==> src/sv/grwf_pkg.sv <==
package grwf_pkg;

   localparam logic [17:0] DIST_CAP = 18'h3FFFF;

   // divider chain widths
   localparam int NUM_W = 27;
   localparam int DEN_W = 15;
   localparam int REM_W = 15;

   localparam logic CMD_CAST = 1'b0;
   localparam logic CMD_ROW  = 1'b1;

   localparam logic [1:0] CSR_MAX_DIST = 2'd0;
   localparam logic [1:0] CSR_MAP_W    = 2'd1;
   localparam logic [1:0] CSR_MAP_H    = 2'd2;

   localparam logic [1:0] FACE_WEST  = 2'd0;
   localparam logic [1:0] FACE_NORTH = 2'd1;
   localparam logic [1:0] FACE_EAST  = 2'd2;
   localparam logic [1:0] FACE_SOUTH = 2'd3;

   localparam logic [1:0] STOP_WALL = 2'd0;
   localparam logic [1:0] STOP_OFF  = 2'd1;
   localparam logic [1:0] STOP_END  = 2'd2;
   localparam logic [1:0] STOP_MAX  = 2'd3;

   localparam logic [1:0] TAG_PX = 2'd0;
   localparam logic [1:0] TAG_PY = 2'd1;
   localparam logic [1:0] TAG_SX = 2'd2;
   localparam logic [1:0] TAG_SY = 2'd3;

   typedef struct packed {
      logic        command;
      logic [15:0] origin_x;
      logic [15:0] origin_y;
      logic [11:0] ray_angle;
      logic [3:0]  row_index;
      logic [15:0] row_cells;
   } req_type;

   typedef struct packed {
      logic        hit;
      logic [17:0] distance;
      logic [15:0] hit_x;
      logic [15:0] hit_y;
      logic [3:0]  cell_x;
      logic [3:0]  cell_y;
      logic [1:0]  face;
      logic [1:0]  stop_reason;
   } rsp_type;

   typedef struct packed {
      logic             vld;
      logic [1:0]       tag;
      logic [REM_W-1:0] rem;
      logic [NUM_W-1:0] num;
      logic [NUM_W-1:0] quo;
      logic [DEN_W-1:0] den;
   } div_beat_type;

   localparam logic [14:0] SINE_TAB [33] = '{
      15'd0, 15'd804, 15'd1606, 15'd2404, 15'd3196, 15'd3981, 15'd4756, 15'd5520,
      15'd6270, 15'd7005, 15'd7723, 15'd8423, 15'd9102, 15'd9760, 15'd10394,
      15'd11003, 15'd11585, 15'd12140, 15'd12665, 15'd13160, 15'd13623,
      15'd14053, 15'd14449, 15'd14811, 15'd15137, 15'd15426, 15'd15679,
      15'd15893, 15'd16069, 15'd16207, 15'd16305, 15'd16364, 15'd16384
   };

   // Q1.14 sine of a 16-bit phase, quarter table with linear interpolation
   function automatic logic signed [15:0] sine_q14(input logic [15:0] phase);
      logic [14:0] r;
      logic [5:0]  idx;
      logic [8:0]  frac;
      logic [14:0] lo;
      logic [14:0] diff;
      logic [23:0] prod;
      logic [14:0] v;
      r = {1'b0, phase[13:0]};
      if (phase[14]) begin
         r = 15'd16384 - r;
      end
      idx  = r[14:9];
      frac = r[8:0];
      lo   = SINE_TAB[idx];
      if (idx >= 6'd32) begin
         v = 15'd16384;
      end else begin
         diff = SINE_TAB[idx + 6'd1] - lo;
         prod = {9'd0, diff} * {15'd0, frac};
         v    = lo + prod[23:9];
      end
      return phase[15] ? -$signed({1'b0, v}) : $signed({1'b0, v});
   endfunction

endpackage

==> src/sv/grwf_div_cell.sv <==
module grwf_div_cell (
   input  logic                   clock,
   input  logic                   reset,
   input  grwf_pkg::div_beat_type beat_in,
   output grwf_pkg::div_beat_type beat_out
);

   logic [grwf_pkg::REM_W:0] trial;
   logic [grwf_pkg::REM_W:0] diff;
   logic                     ge;
   logic                     vld_ff;
   grwf_pkg::div_beat_type   pay_ff;
   grwf_pkg::div_beat_type   pay_in;

   // one restoring step: bring down the next numerator bit
   always_comb begin
      trial = {beat_in.rem, beat_in.num[grwf_pkg::NUM_W-1]};
      diff  = trial - {1'b0, beat_in.den};
      ge    = trial >= {1'b0, beat_in.den};
      pay_in     = beat_in;
      pay_in.rem = ge ? diff[grwf_pkg::REM_W-1:0] : trial[grwf_pkg::REM_W-1:0];
      pay_in.num = {beat_in.num[grwf_pkg::NUM_W-2:0], 1'b0};
      pay_in.quo = {beat_in.quo[grwf_pkg::NUM_W-2:0], ge};
   end

   always_ff @(posedge clock) begin
      if (reset) begin
         vld_ff <= 1'b0;
      end else begin
         vld_ff <= beat_in.vld;
      end
   end

   always_ff @(posedge clock) begin
      pay_ff <= pay_in;
   end

   always_comb begin
      beat_out     = pay_ff;
      beat_out.vld = vld_ff;
   end

endmodule

==> src/sv/grwf_div_chain.sv <==
module grwf_div_chain (
   input  logic                   clock,
   input  logic                   reset,
   input  grwf_pkg::div_beat_type beat_in,
   output grwf_pkg::div_beat_type beat_out
);

   grwf_pkg::div_beat_type stage_w [grwf_pkg::NUM_W+1];

   assign stage_w[0] = beat_in;

   // one quotient bit per cell, MSB first
   for (genvar k = 0; k < grwf_pkg::NUM_W; k++) begin : g_cell
      grwf_div_cell u_cell (
         .clock    (clock),
         .reset    (reset),
         .beat_in  (stage_w[k]),
         .beat_out (stage_w[k+1])
      );
   end

   assign beat_out = stage_w[grwf_pkg::NUM_W];

endmodule

==> src/sv/grid_ray_wall_finder_top.sv <==
// Grid ray wall finder. A beat on req_ either writes one row of the wall map
// (command 1) or casts a ray (command 0) from a Q4.12 origin at a binary angle
// and walks the map cell by cell (DDA) until it meets a wall, leaves the map,
// reaches the end cell of the ray or passes max_distance. Every request gives
// exactly one rsp_ beat; a row write answers with all zero. One request is
// worked at a time; a new one is taken while the previous answer still waits
// in the output register. A cast first runs a setup (direction lookup, four
// divisions by the direction components streamed through a 27-cell restoring
// divider chain, end cell products), then visits cells, each with a registered
// map row read and then a test and step; on a wall hit it forms the hit point
// with the shared multiplier, and last it loads the output register once free.
// The map resets to all open through one valid bit per row. Config writes
// are always taken (csr_ready is high) and belong to idle periods.
module grid_ray_wall_finder_top #(
   parameter int MAP_DIM    = 16,
   parameter int ANGLE_BITS = 12
) (
   input  logic              clock,
   input  logic              reset,
   input  logic              req_valid,
   output logic              req_ready,
   input  grwf_pkg::req_type req_data,
   output logic              rsp_valid,
   input  logic              rsp_ready,
   output grwf_pkg::rsp_type rsp_data,
   input  logic              csr_valid,
   output logic              csr_ready,
   input  logic [1:0]        csr_index,
   input  logic [17:0]       csr_data
);

   localparam int          RW       = $clog2(MAP_DIM);
   localparam int          PH_SH    = 16 - ANGLE_BITS;
   localparam logic [15:0] ANG_MASK = 16'((32'd1 << ANGLE_BITS) - 32'd1);
   localparam logic [6:0]  DIM7     = 7'(MAP_DIM);

   typedef enum logic [3:0] {
      S_IDLE, S_SINE, S_FEED, S_WAIT, S_READ, S_EVAL, S_HIT0, S_HIT1, S_HIT2, S_OUT
   } state_type;

   state_type state_ff;

   // config
   logic [17:0] max_dist_ff;
   logic [4:0]  map_w_ff;
   logic [4:0]  map_h_ff;
   logic [6:0]  w_eff;
   logic [6:0]  h_eff;

   // ray set-up
   logic [15:0]        ox_ff;
   logic [15:0]        oy_ff;
   logic [15:0]        phase_ff;
   logic [15:0]        ang_m;
   logic signed [15:0] dx_ff;
   logic signed [15:0] dy_ff;
   logic               dx_pos;
   logic               dy_pos;
   logic [1:0]         cnt_ff;

   // shared multiplier
   logic signed [18:0] mul_a;
   logic signed [15:0] mul_b;
   logic signed [34:0] prod_ff;
   logic [15:0]        org;
   logic signed [35:0] end_sum;
   logic signed [35:0] hit_sum;
   logic signed [35:0] hit_v;
   logic [15:0]        hit_clamp;
   logic signed [9:0]  endx_ff;
   logic signed [9:0]  endy_ff;

   // divider
   grwf_pkg::div_beat_type div_in;
   grwf_pkg::div_beat_type div_out;
   logic [12:0]            frac_x;
   logic [12:0]            frac_y;
   logic [17:0]            quo_sat;

   // walk
   logic [17:0]       px_ff;
   logic [17:0]       py_ff;
   logic [17:0]       sx_ff;
   logic [17:0]       sy_ff;
   logic [18:0]       px_sum;
   logic [18:0]       py_sum;
   logic [17:0]       dist_ff;
   logic signed [7:0] cx_ff;
   logic signed [7:0] cy_ff;
   logic [1:0]        face_ff;
   logic [1:0]        reason_ff;
   logic              wall_ff;
   logic [15:0]       hitx_ff;
   logic [15:0]       hity_ff;
   logic              off_c;
   logic              wall_c;
   logic              end_c;
   logic              addr_ok;

   // map store
   logic [MAP_DIM-1:0] map_mem [MAP_DIM];
   logic [MAP_DIM-1:0] row_vld_ff;
   logic [MAP_DIM-1:0] rd_row_ff;
   logic               rd_vld_ff;
   logic [MAP_DIM-1:0] row_data;
   logic [6:0]         row7;
   logic               row_ok;
   logic               row_wr;

   grwf_pkg::rsp_type rsp_ff;
   logic              rsp_valid_ff;
   logic              rsp_load;
   logic              req_acc;

   assign req_ready = (state_ff == S_IDLE);
   assign req_acc   = req_valid && req_ready;
   assign csr_ready = 1'b1;
   assign rsp_valid = rsp_valid_ff;
   assign rsp_data  = rsp_ff;
   assign rsp_load  = (state_ff == S_OUT) && (!rsp_valid_ff || rsp_ready);

   // sizes above the store clamp to it
   assign w_eff = ({2'b0, map_w_ff} > DIM7) ? DIM7 : {2'b0, map_w_ff};
   assign h_eff = ({2'b0, map_h_ff} > DIM7) ? DIM7 : {2'b0, map_h_ff};

   assign ang_m  = {4'b0, req_data.ray_angle} & ANG_MASK;
   assign dx_pos = !dx_ff[15] && (dx_ff != 16'sd0);
   assign dy_pos = !dy_ff[15] && (dy_ff != 16'sd0);

   // distance to the next border in the direction of travel
   assign frac_x = dx_pos ? (13'd4096 - {1'b0, ox_ff[11:0]}) : {1'b0, ox_ff[11:0]};
   assign frac_y = dy_pos ? (13'd4096 - {1'b0, oy_ff[11:0]}) : {1'b0, oy_ff[11:0]};

   always_comb begin
      div_in     = '0;
      div_in.vld = (state_ff == S_FEED);
      div_in.tag = cnt_ff;
      case (cnt_ff)
         grwf_pkg::TAG_PX: div_in.num = {frac_x, 14'd0};
         grwf_pkg::TAG_PY: div_in.num = {frac_y, 14'd0};
         default:          div_in.num = 27'd1 << 26;
      endcase
      if (cnt_ff == grwf_pkg::TAG_PX || cnt_ff == grwf_pkg::TAG_SX) begin
         div_in.den = dx_ff[15] ? 15'(-dx_ff) : dx_ff[14:0];
      end else begin
         div_in.den = dy_ff[15] ? 15'(-dy_ff) : dy_ff[14:0];
      end
   end

   grwf_div_chain u_div (
      .clock    (clock),
      .reset    (reset),
      .beat_in  (div_in),
      .beat_out (div_out)
   );

   // zero component or overflow saturates
   assign quo_sat = (div_out.den == '0 || div_out.quo[26:18] != '0) ?
                    grwf_pkg::DIST_CAP : div_out.quo[17:0];

   // multiplier operands: max_distance during set-up, distance at the hit
   always_comb begin
      mul_a = (state_ff == S_FEED) ? $signed({1'b0, max_dist_ff}) : $signed({1'b0, dist_ff});
      mul_b = ((state_ff == S_FEED && cnt_ff == 2'd0) || state_ff == S_HIT0) ? dx_ff : dy_ff;
      org   = ((state_ff == S_FEED && cnt_ff == 2'd1) || state_ff == S_HIT1) ? ox_ff : oy_ff;
   end

   // end cell: floor((o << 14 + maxd * c) / 2^26)
   assign end_sum = $signed({6'b0, org, 14'd0}) + 36'(prod_ff);
   // hit point: o + floor((dist * c + 8192) / 2^14), clamped
   assign hit_sum = 36'(prod_ff) + 36'sd8192;
   assign hit_v   = (hit_sum >>> 14) + $signed({20'b0, org});
   always_comb begin
      if (hit_v < 36'sd0) begin
         hit_clamp = 16'd0;
      end else if (hit_v > 36'sd65535) begin
         hit_clamp = 16'hFFFF;
      end else begin
         hit_clamp = hit_v[15:0];
      end
   end

   // cell tests on the row read last cycle
   assign off_c  = cx_ff[7] || cy_ff[7] || (cx_ff[6:0] >= w_eff) || (cy_ff[6:0] >= h_eff);
   assign wall_c = !off_c && rd_vld_ff && rd_row_ff[cx_ff[RW-1:0]];
   assign end_c  = ({{2{cx_ff[7]}}, cx_ff} == endx_ff) && ({{2{cy_ff[7]}}, cy_ff} == endy_ff);
   assign addr_ok = !cy_ff[7] && (cy_ff[6:0] < DIM7);
   assign px_sum  = {1'b0, px_ff} + {1'b0, sx_ff};
   assign py_sum  = {1'b0, py_ff} + {1'b0, sy_ff};

   // row write; columns past 16 stay open
   assign row7   = {3'b0, req_data.row_index};
   assign row_ok = row7 < DIM7;
   assign row_wr = req_acc && (req_data.command == grwf_pkg::CMD_ROW) && row_ok;
   always_comb begin
      for (int j = 0; j < MAP_DIM; j++) begin
         row_data[j] = (j < 16) ? req_data.row_cells[j % 16] : 1'b0;
      end
   end

   always_ff @(posedge clock) begin
      if (row_wr) begin
         map_mem[row7[RW-1:0]] <= row_data;
      end
      rd_row_ff <= map_mem[cy_ff[RW-1:0]];
   end

   always_ff @(posedge clock) begin
      if (reset) begin
         row_vld_ff <= '0;
         rd_vld_ff  <= 1'b0;
      end else begin
         if (row_wr) begin
            row_vld_ff[row7[RW-1:0]] <= 1'b1;
         end
         rd_vld_ff <= addr_ok && row_vld_ff[cy_ff[RW-1:0]];
      end
   end

   always_ff @(posedge clock) begin
      if (reset) begin
         max_dist_ff <= 18'd102400;
         map_w_ff    <= 5'd16;
         map_h_ff    <= 5'd16;
      end else if (csr_valid) begin
         case (csr_index)
            grwf_pkg::CSR_MAX_DIST: max_dist_ff <= csr_data;
            grwf_pkg::CSR_MAP_W:    map_w_ff    <= csr_data[4:0];
            grwf_pkg::CSR_MAP_H:    map_h_ff    <= csr_data[4:0];
            default:                ;
         endcase
      end
   end

   // datapath registers
   always_ff @(posedge clock) begin
      prod_ff <= mul_a * mul_b;
      case (state_ff)
         S_IDLE: begin
            ox_ff    <= req_data.origin_x;
            oy_ff    <= req_data.origin_y;
            phase_ff <= ang_m << PH_SH;
            cx_ff    <= {4'b0, req_data.origin_x[15:12]};
            cy_ff    <= {4'b0, req_data.origin_y[15:12]};
            dist_ff  <= '0;
            face_ff  <= grwf_pkg::FACE_WEST;
            wall_ff  <= 1'b0;
            reason_ff <= grwf_pkg::STOP_WALL;
         end
         S_SINE: begin
            dx_ff <= grwf_pkg::sine_q14(phase_ff + 16'h4000);
            dy_ff <= grwf_pkg::sine_q14(phase_ff);
         end
         S_FEED: begin
            if (cnt_ff == 2'd1) begin
               endx_ff <= 10'(end_sum >>> 26);
            end
            if (cnt_ff == 2'd2) begin
               endy_ff <= 10'(end_sum >>> 26);
            end
         end
         S_EVAL: begin
            if (off_c || wall_c || end_c || dist_ff >= max_dist_ff) begin
               wall_ff   <= wall_c;
               reason_ff <= wall_c ? grwf_pkg::STOP_WALL :
                            off_c  ? grwf_pkg::STOP_OFF  :
                            end_c  ? grwf_pkg::STOP_END  : grwf_pkg::STOP_MAX;
            end else if (px_ff < py_ff) begin
               cx_ff   <= dx_pos ? cx_ff + 8'sd1 : cx_ff - 8'sd1;
               dist_ff <= px_ff;
               px_ff   <= px_sum[18] ? grwf_pkg::DIST_CAP : px_sum[17:0];
               face_ff <= dx_pos ? grwf_pkg::FACE_WEST : grwf_pkg::FACE_EAST;
            end else begin
               cy_ff   <= dy_pos ? cy_ff + 8'sd1 : cy_ff - 8'sd1;
               dist_ff <= py_ff;
               py_ff   <= py_sum[18] ? grwf_pkg::DIST_CAP : py_sum[17:0];
               face_ff <= dy_pos ? grwf_pkg::FACE_NORTH : grwf_pkg::FACE_SOUTH;
            end
         end
         S_HIT1: hitx_ff <= hit_clamp;
         S_HIT2: hity_ff <= hit_clamp;
         default: ;
      endcase
      if (div_out.vld) begin
         case (div_out.tag)
            grwf_pkg::TAG_PX: px_ff <= quo_sat;
            grwf_pkg::TAG_PY: py_ff <= quo_sat;
            grwf_pkg::TAG_SX: sx_ff <= quo_sat;
            default:          sy_ff <= quo_sat;
         endcase
      end
      if (rsp_load) begin
         rsp_ff.hit         <= wall_ff;
         rsp_ff.distance    <= wall_ff ? dist_ff : '0;
         rsp_ff.hit_x       <= wall_ff ? hitx_ff : '0;
         rsp_ff.hit_y       <= wall_ff ? hity_ff : '0;
         rsp_ff.cell_x      <= wall_ff ? cx_ff[3:0] : '0;
         rsp_ff.cell_y      <= wall_ff ? cy_ff[3:0] : '0;
         rsp_ff.face        <= wall_ff ? face_ff : grwf_pkg::FACE_WEST;
         rsp_ff.stop_reason <= reason_ff;
      end
   end

   // sequencer
   always_ff @(posedge clock) begin
      if (reset) begin
         state_ff     <= S_IDLE;
         cnt_ff       <= '0;
         rsp_valid_ff <= 1'b0;
      end else begin
         if (rsp_load) begin
            rsp_valid_ff <= 1'b1;
         end else if (rsp_ready) begin
            rsp_valid_ff <= 1'b0;
         end
         case (state_ff)
            S_IDLE: begin
               cnt_ff <= '0;
               if (req_acc) begin
                  state_ff <= (req_data.command == grwf_pkg::CMD_ROW) ? S_OUT : S_SINE;
               end
            end
            S_SINE: state_ff <= S_FEED;
            S_FEED: begin
               cnt_ff <= cnt_ff + 2'd1;
               if (cnt_ff == grwf_pkg::TAG_SY) begin
                  state_ff <= S_WAIT;
               end
            end
            S_WAIT: begin
               if (div_out.vld && div_out.tag == grwf_pkg::TAG_SY) begin
                  state_ff <= S_READ;
               end
            end
            S_READ: state_ff <= S_EVAL;
            S_EVAL: begin
               if (off_c || wall_c || end_c || dist_ff >= max_dist_ff) begin
                  state_ff <= wall_c ? S_HIT0 : S_OUT;
               end else begin
                  state_ff <= S_READ;
               end
            end
            S_HIT0: state_ff <= S_HIT1;
            S_HIT1: state_ff <= S_HIT2;
            S_HIT2: state_ff <= S_OUT;
            S_OUT: begin
               if (rsp_load) begin
                  state_ff <= S_IDLE;
               end
            end
            default: state_ff <= S_IDLE;
         endcase
      end
   end

`ifndef SYNTH
   a_busy_after_accept: assert property (@(posedge clock) disable iff (reset)
      req_acc |=> !req_ready)
      else $error("request taken while a request was in work");

   a_div_only_when_waiting: assert property (@(posedge clock) disable iff (reset)
      div_out.vld |-> state_ff == S_WAIT)
      else $error("divider beat outside the wait phase");

   a_hit_means_wall: assert property (@(posedge clock) disable iff (reset)
      rsp_valid_ff && rsp_ff.hit |-> rsp_ff.stop_reason == grwf_pkg::STOP_WALL)
      else $error("hit reported with a non-wall stop");

   a_no_drop: assert property (@(posedge clock) disable iff (reset)
      rsp_valid_ff && !rsp_ready |=> rsp_valid_ff && $stable(rsp_ff))
      else $error("held answer changed");
`endif

endmodule
==> config.mk <==
export PLATFORM = sky130hd
export DESIGN_NAME = grid_ray_wall_finder_top
export DESIGN_NICKNAME = d
export VERILOG_FILES = /design/src/sv/grwf_pkg.sv /design/src/sv/grwf_div_cell.sv /design/src/sv/grwf_div_chain.sv /design/src/sv/grid_ray_wall_finder_top.sv
export SDC_FILE = /design/constraint.sdc
export NUM_CORES = 2
export LEC_CHECK = 0
export BUFFER_PORTS_ARGS = -buffer_cell sky130_fd_sc_hd__buf_2
export CELL_PAD_IN_SITES_DETAIL_PLACEMENT = 1
export CELL_PAD_IN_SITES_GLOBAL_PLACEMENT = 1
export CORE_MARGIN = 2
export CORE_UTILIZATION = 57
export DETAILED_ROUTE_END_ITERATION = 6
export PLACE_DENSITY = 0.95
export SLEW_MARGIN = 25
export SYNTH_ARGS = -nofsm -noshare
export SYNTH_HDL_FRONTEND = slang
export SYNTH_HIERARCHICAL = 1
export SYNTH_SLANG_ARGS = --single-unit
==> constraint.sdc <==
create_clock -name clock -period 22.2 [get_ports clock]
set_input_delay 0 -clock clock [delete_from_list [all_inputs] [get_ports clock]]
set_output_delay 0 -clock clock [all_outputs]
set_load 0.1 [all_outputs]
==> results of run 1 <==
repair_timing:
action | CTS
hold buffers | 183
setup buffers | 0
hold endpoints to repair | 622
endpoints found under the setup margin | 0
metrics by stage:
| stage | utilization | area [µm²] | cells | setup WS, ps |
|---|---|---|---|---|
| floorplan | - | 112000 | 10700 | 11540 |
| global placement | 0.588 | 115000 | 13200 | 8870 |
| detailed placement | 0.588 | 115000 | 13200 | 8650 |
| CTS | 0.638 | 125000 | 13800 | 8460 |
layer usage:
metal  GRT usage  overflow
met5       0.458         4
met4       0.672       214
met3       0.617        55
met2       0.864       273
met1       0.712        44
==> run summary, run 1 <==
First-pass GRT wire length: 1040000 µm. The failing step is 5_1_grt. The logs give 0.575 for the initial core utilization and 10600 for the cell count after synthesis. The pin count of the biggest net entering global routing was 80. The run stopped with a tool error. The mean post-synth cell area works out to 10.6 µm². Clock tree synthesis selected as its root buffer the cell sky130_fd_sc_hd__clkbuf_16.

In this run, CTS created clock tree buffers numbering 220. Gates resized during post-CTS repair numbered 0. Summing every instance area after synthesis gives 112000 µm². The via count of the first global-routing pass is 125000, and the number of cell rows is 162. The global placement routability congestion came out at 0.937.

The first error in the log reads "[ERROR GRT-0116] Global routing finished with congestion. Check the congestion regions in the DRC Viewer". From bottom edge to top edge, the die measures 448 µm. The global routing usage summed across all routing layers was 0.722; the number of buffer cells added on primary ports was 154. The clock passes through at most 3 buffers. The die is 448 µm wide. The maximum level of the CTS H-tree was 4; the total congestion overflow after global routing was 590. The tools report the I/O pin count as 156. HPWL after detailed placement: 260000 µm. For the number of synthesis warnings, the log shows 6.
==> run 2: changes to the inputs <==
--- a/config.mk
+++ b/config.mk
@@ -6,12 +6,10 @@
 export NUM_CORES = 2
 export LEC_CHECK = 0
 export BUFFER_PORTS_ARGS = -buffer_cell sky130_fd_sc_hd__buf_2
-export CELL_PAD_IN_SITES_DETAIL_PLACEMENT = 1
-export CELL_PAD_IN_SITES_GLOBAL_PLACEMENT = 1
 export CORE_MARGIN = 2
-export CORE_UTILIZATION = 57
+export CORE_UTILIZATION = 40
 export DETAILED_ROUTE_END_ITERATION = 6
-export PLACE_DENSITY = 0.95
+export PLACE_DENSITY_LB_ADDON = 0.15
 export SLEW_MARGIN = 25
 export SYNTH_ARGS = -nofsm -noshare
 export SYNTH_HDL_FRONTEND = slang
==> run summary, run 2 <==
The category of the critical setup timing path is register to register. The number of synthesis warnings is 6 (unchanged). The setup skew after layout is 110 ps. STA classifies the critical path endpoint as a register. In this design, the stage delay of the slowest critical-path cell is 740 ps. The hold violation total from the final report came out at 0. For the worst-skew pair, the clock arrives at the later sink with an insertion delay of 930 ps. The pin count of the biggest net entering global routing came out at 80. Setup repair after global routing left no endpoint under its margin. The tree built by TritonCTS fans out to 2253 sinks.

The type of the tightest min-delay check is input pin to register. Data on the critical path arrives at its endpoint at 13490 ps. CTS clock-pin slew for the worst setup and hold paths: 60 ps. The remaining max-slew budget at the tightest pin was 0.315. The post-synthesis cell area is 112000 µm² (unchanged), and the floorplan die height is 534 µm (+19%). Derived from the worst setup path, the maximum achievable clock frequency is 0.0777 GHz. For the number of buffers added by the clock tree synthesis step, the log shows 241 (+9.5%). The cell count after synthesis came out at 10600 (unchanged).

Share of cells above drive strength 1: 0.117. The initial antenna violation count is 8. The horizontal die dimension works out to 534 µm (+19%). The tools report the HPWL after detailed placement as 216000 µm (-17%). The setup TNS is 0 ps, and the number of buffer cells added on primary ports is 154 (unchanged). The number of cell rows is 194 (+20%), and the worst hold slack after final layout is 87.7 ps. The share of the cycle needed by the critical path after routing was 0.580; the actual slew at the worst max-slew pin was 998 ps. The logs give 449000 µm for the first-pass GRT wire length and 0 for the total congestion overflow after global routing. Once detail routing completed, the nets flagged for antenna violations numbered 0. Summing over every cut layer, the via total after detailed routing is 77000.

The worst hold path passes through 2 cells. The logs give 4 (unchanged) for the maximum level of the CTS H-tree and 279000 µm² for the core footprint. The tools report the number of DRC violations after detailed-routing iteration 0 as 5178. The run finished with clean final reports.

The kind of start point of the critical path was a register. The tool flagged a number of max-cap violations equal to 0. The number of search-and-repair iterations in the first detailed-routing pass is 6, and the initial core utilization is 0.402 (-0.173). Total die area: 285000 µm². For the post-cts gate resize count, the log shows 0 (unchanged). Among all stages on the critical path, the largest delay is contributed by sky130_fd_sc_hd__clkinv_1. The global placement routability congestion is 0.862 (-7.9%), and the mean post-synth cell area is 10.6 µm² (unchanged). For the worst flop-to-flop path, the logic depth is 46. The final number of setup-violating endpoints is 0, and the highest fanout seen on the critical path is 27. The final-stage net count is 12300, and the via count of the first global-routing pass is 77800. The CTS root buffer is sky130_fd_sc_hd__clkbuf_16.

TritonCTS built the clock tree. The count of final max-slew check failures was 0; the I/O pin count was 156 (unchanged). The global routing usage summed across all routing layers was 0.198. Wires add up to 285000 µm. The number of buffers on the longest clock path is 4 (+1). The core occupancy in the finished layout came out at 0.454. The number of vias per cell after detailed routing is 5.16, and the number of flip-flops in the largest register is 1578.

Counting I/O delays and the setup requirement, the final critical path takes 12870 ps. Leaving out fill and tap cells, the most frequent cell in the layout is sky130_fd_sc_hd__dfxtp_1. The area added between synthesis and finish is 13.0%. Cell type with the highest occurrence count on the critical path: sky130_fd_sc_hd__ha_1.

After detailed routing, the number of remaining DRC violations is 0. The tools report the required arrival time at the worst endpoint as 22820 ps. The library cells used most frequently in the layout, excluding fill and tap cells, are 1731 x sky130_fd_sc_hd__dfxtp_1, 1039 x sky130_fd_sc_hd__inv_1, 881 x sky130_fd_sc_hd__nor2_1.

In the final routed layout, each cell accounts on average for 19.1 µm.
==> run 2: final cells by class <==
cell class	count	area (µm²)
Sequential cell	2253	50300
Inverter	1058	4010
Multi-Input combinational cell	7004	56000
Timing Repair Buffer	430	3330
Fill cell	26000	152000
Antenna cell	7	17.5
Clock inverter	120	1660
Tap cell	3724	4660
Clock buffer	326	6960
==> run 2: worst paths after layout <==
| check | startpoint | endpoint | slack [ps] |
|---|---|---|---|
| max | phase_ff[4] | dx_ff[14] | 9330 |
| min | req_data[6] | map_mem[2][6] | 90 |
| max reg2reg | phase_ff[4] | dx_ff[14] | 9330 |
| min reg2reg | u_div/g_cell[19].u_cell/beat_out[84] | u_div/g_cell[20].u_cell/beat_out[84] | 220 |
==> run 2: what timing repair did <==
action	in CTS	in global routing
buffers inserted	0	0
hold buffers	185	0
hold endpoints to repair	643	0
==> run 2: metrics by stage <==
stage | std cells | area (µm²) | worst slack, ps
floorplan | 10700 | 112000 | 11540
global placement | 14300 | 116000 | 9260
detailed placement | 14300 | 116000 | 9310
CTS | 14900 | 127000 | 9320
global route | 14900 | 127000 | 8190
finish | 14900 | 127000 | 9330
==> run 2: routing by layer <==
metal / wire length [µm] / vias up / track usage
li1: - / 37600 / -
met1: 133000 / 37300 / 0.273
met2: 131000 / 1645 / 0.325
met3: 14000 / 422 / 0.0263
met4: 7520 / 0 / 0.0532
met5: 0 / - / 0
==> run 2: critical path: cells and delay by family (launching register included) <==
| kind | cells | cell delay (ps) |
|---|---|---|
| AOI/OAI and AO/OA | 15 | 3480 |
| xor gates and xnor gates | 5 | 1030 |
| adders and majority gates | 10 | 4080 |
| buffers and inverters | 8 | 2380 |
| DFF | 1 | 440 |
| and+or+nand+nor | 8 | 1210 |
Power of run 2 is not shown: default switching activity piles up to over one toggle a cycle in this logic, so the estimate is an artifact.
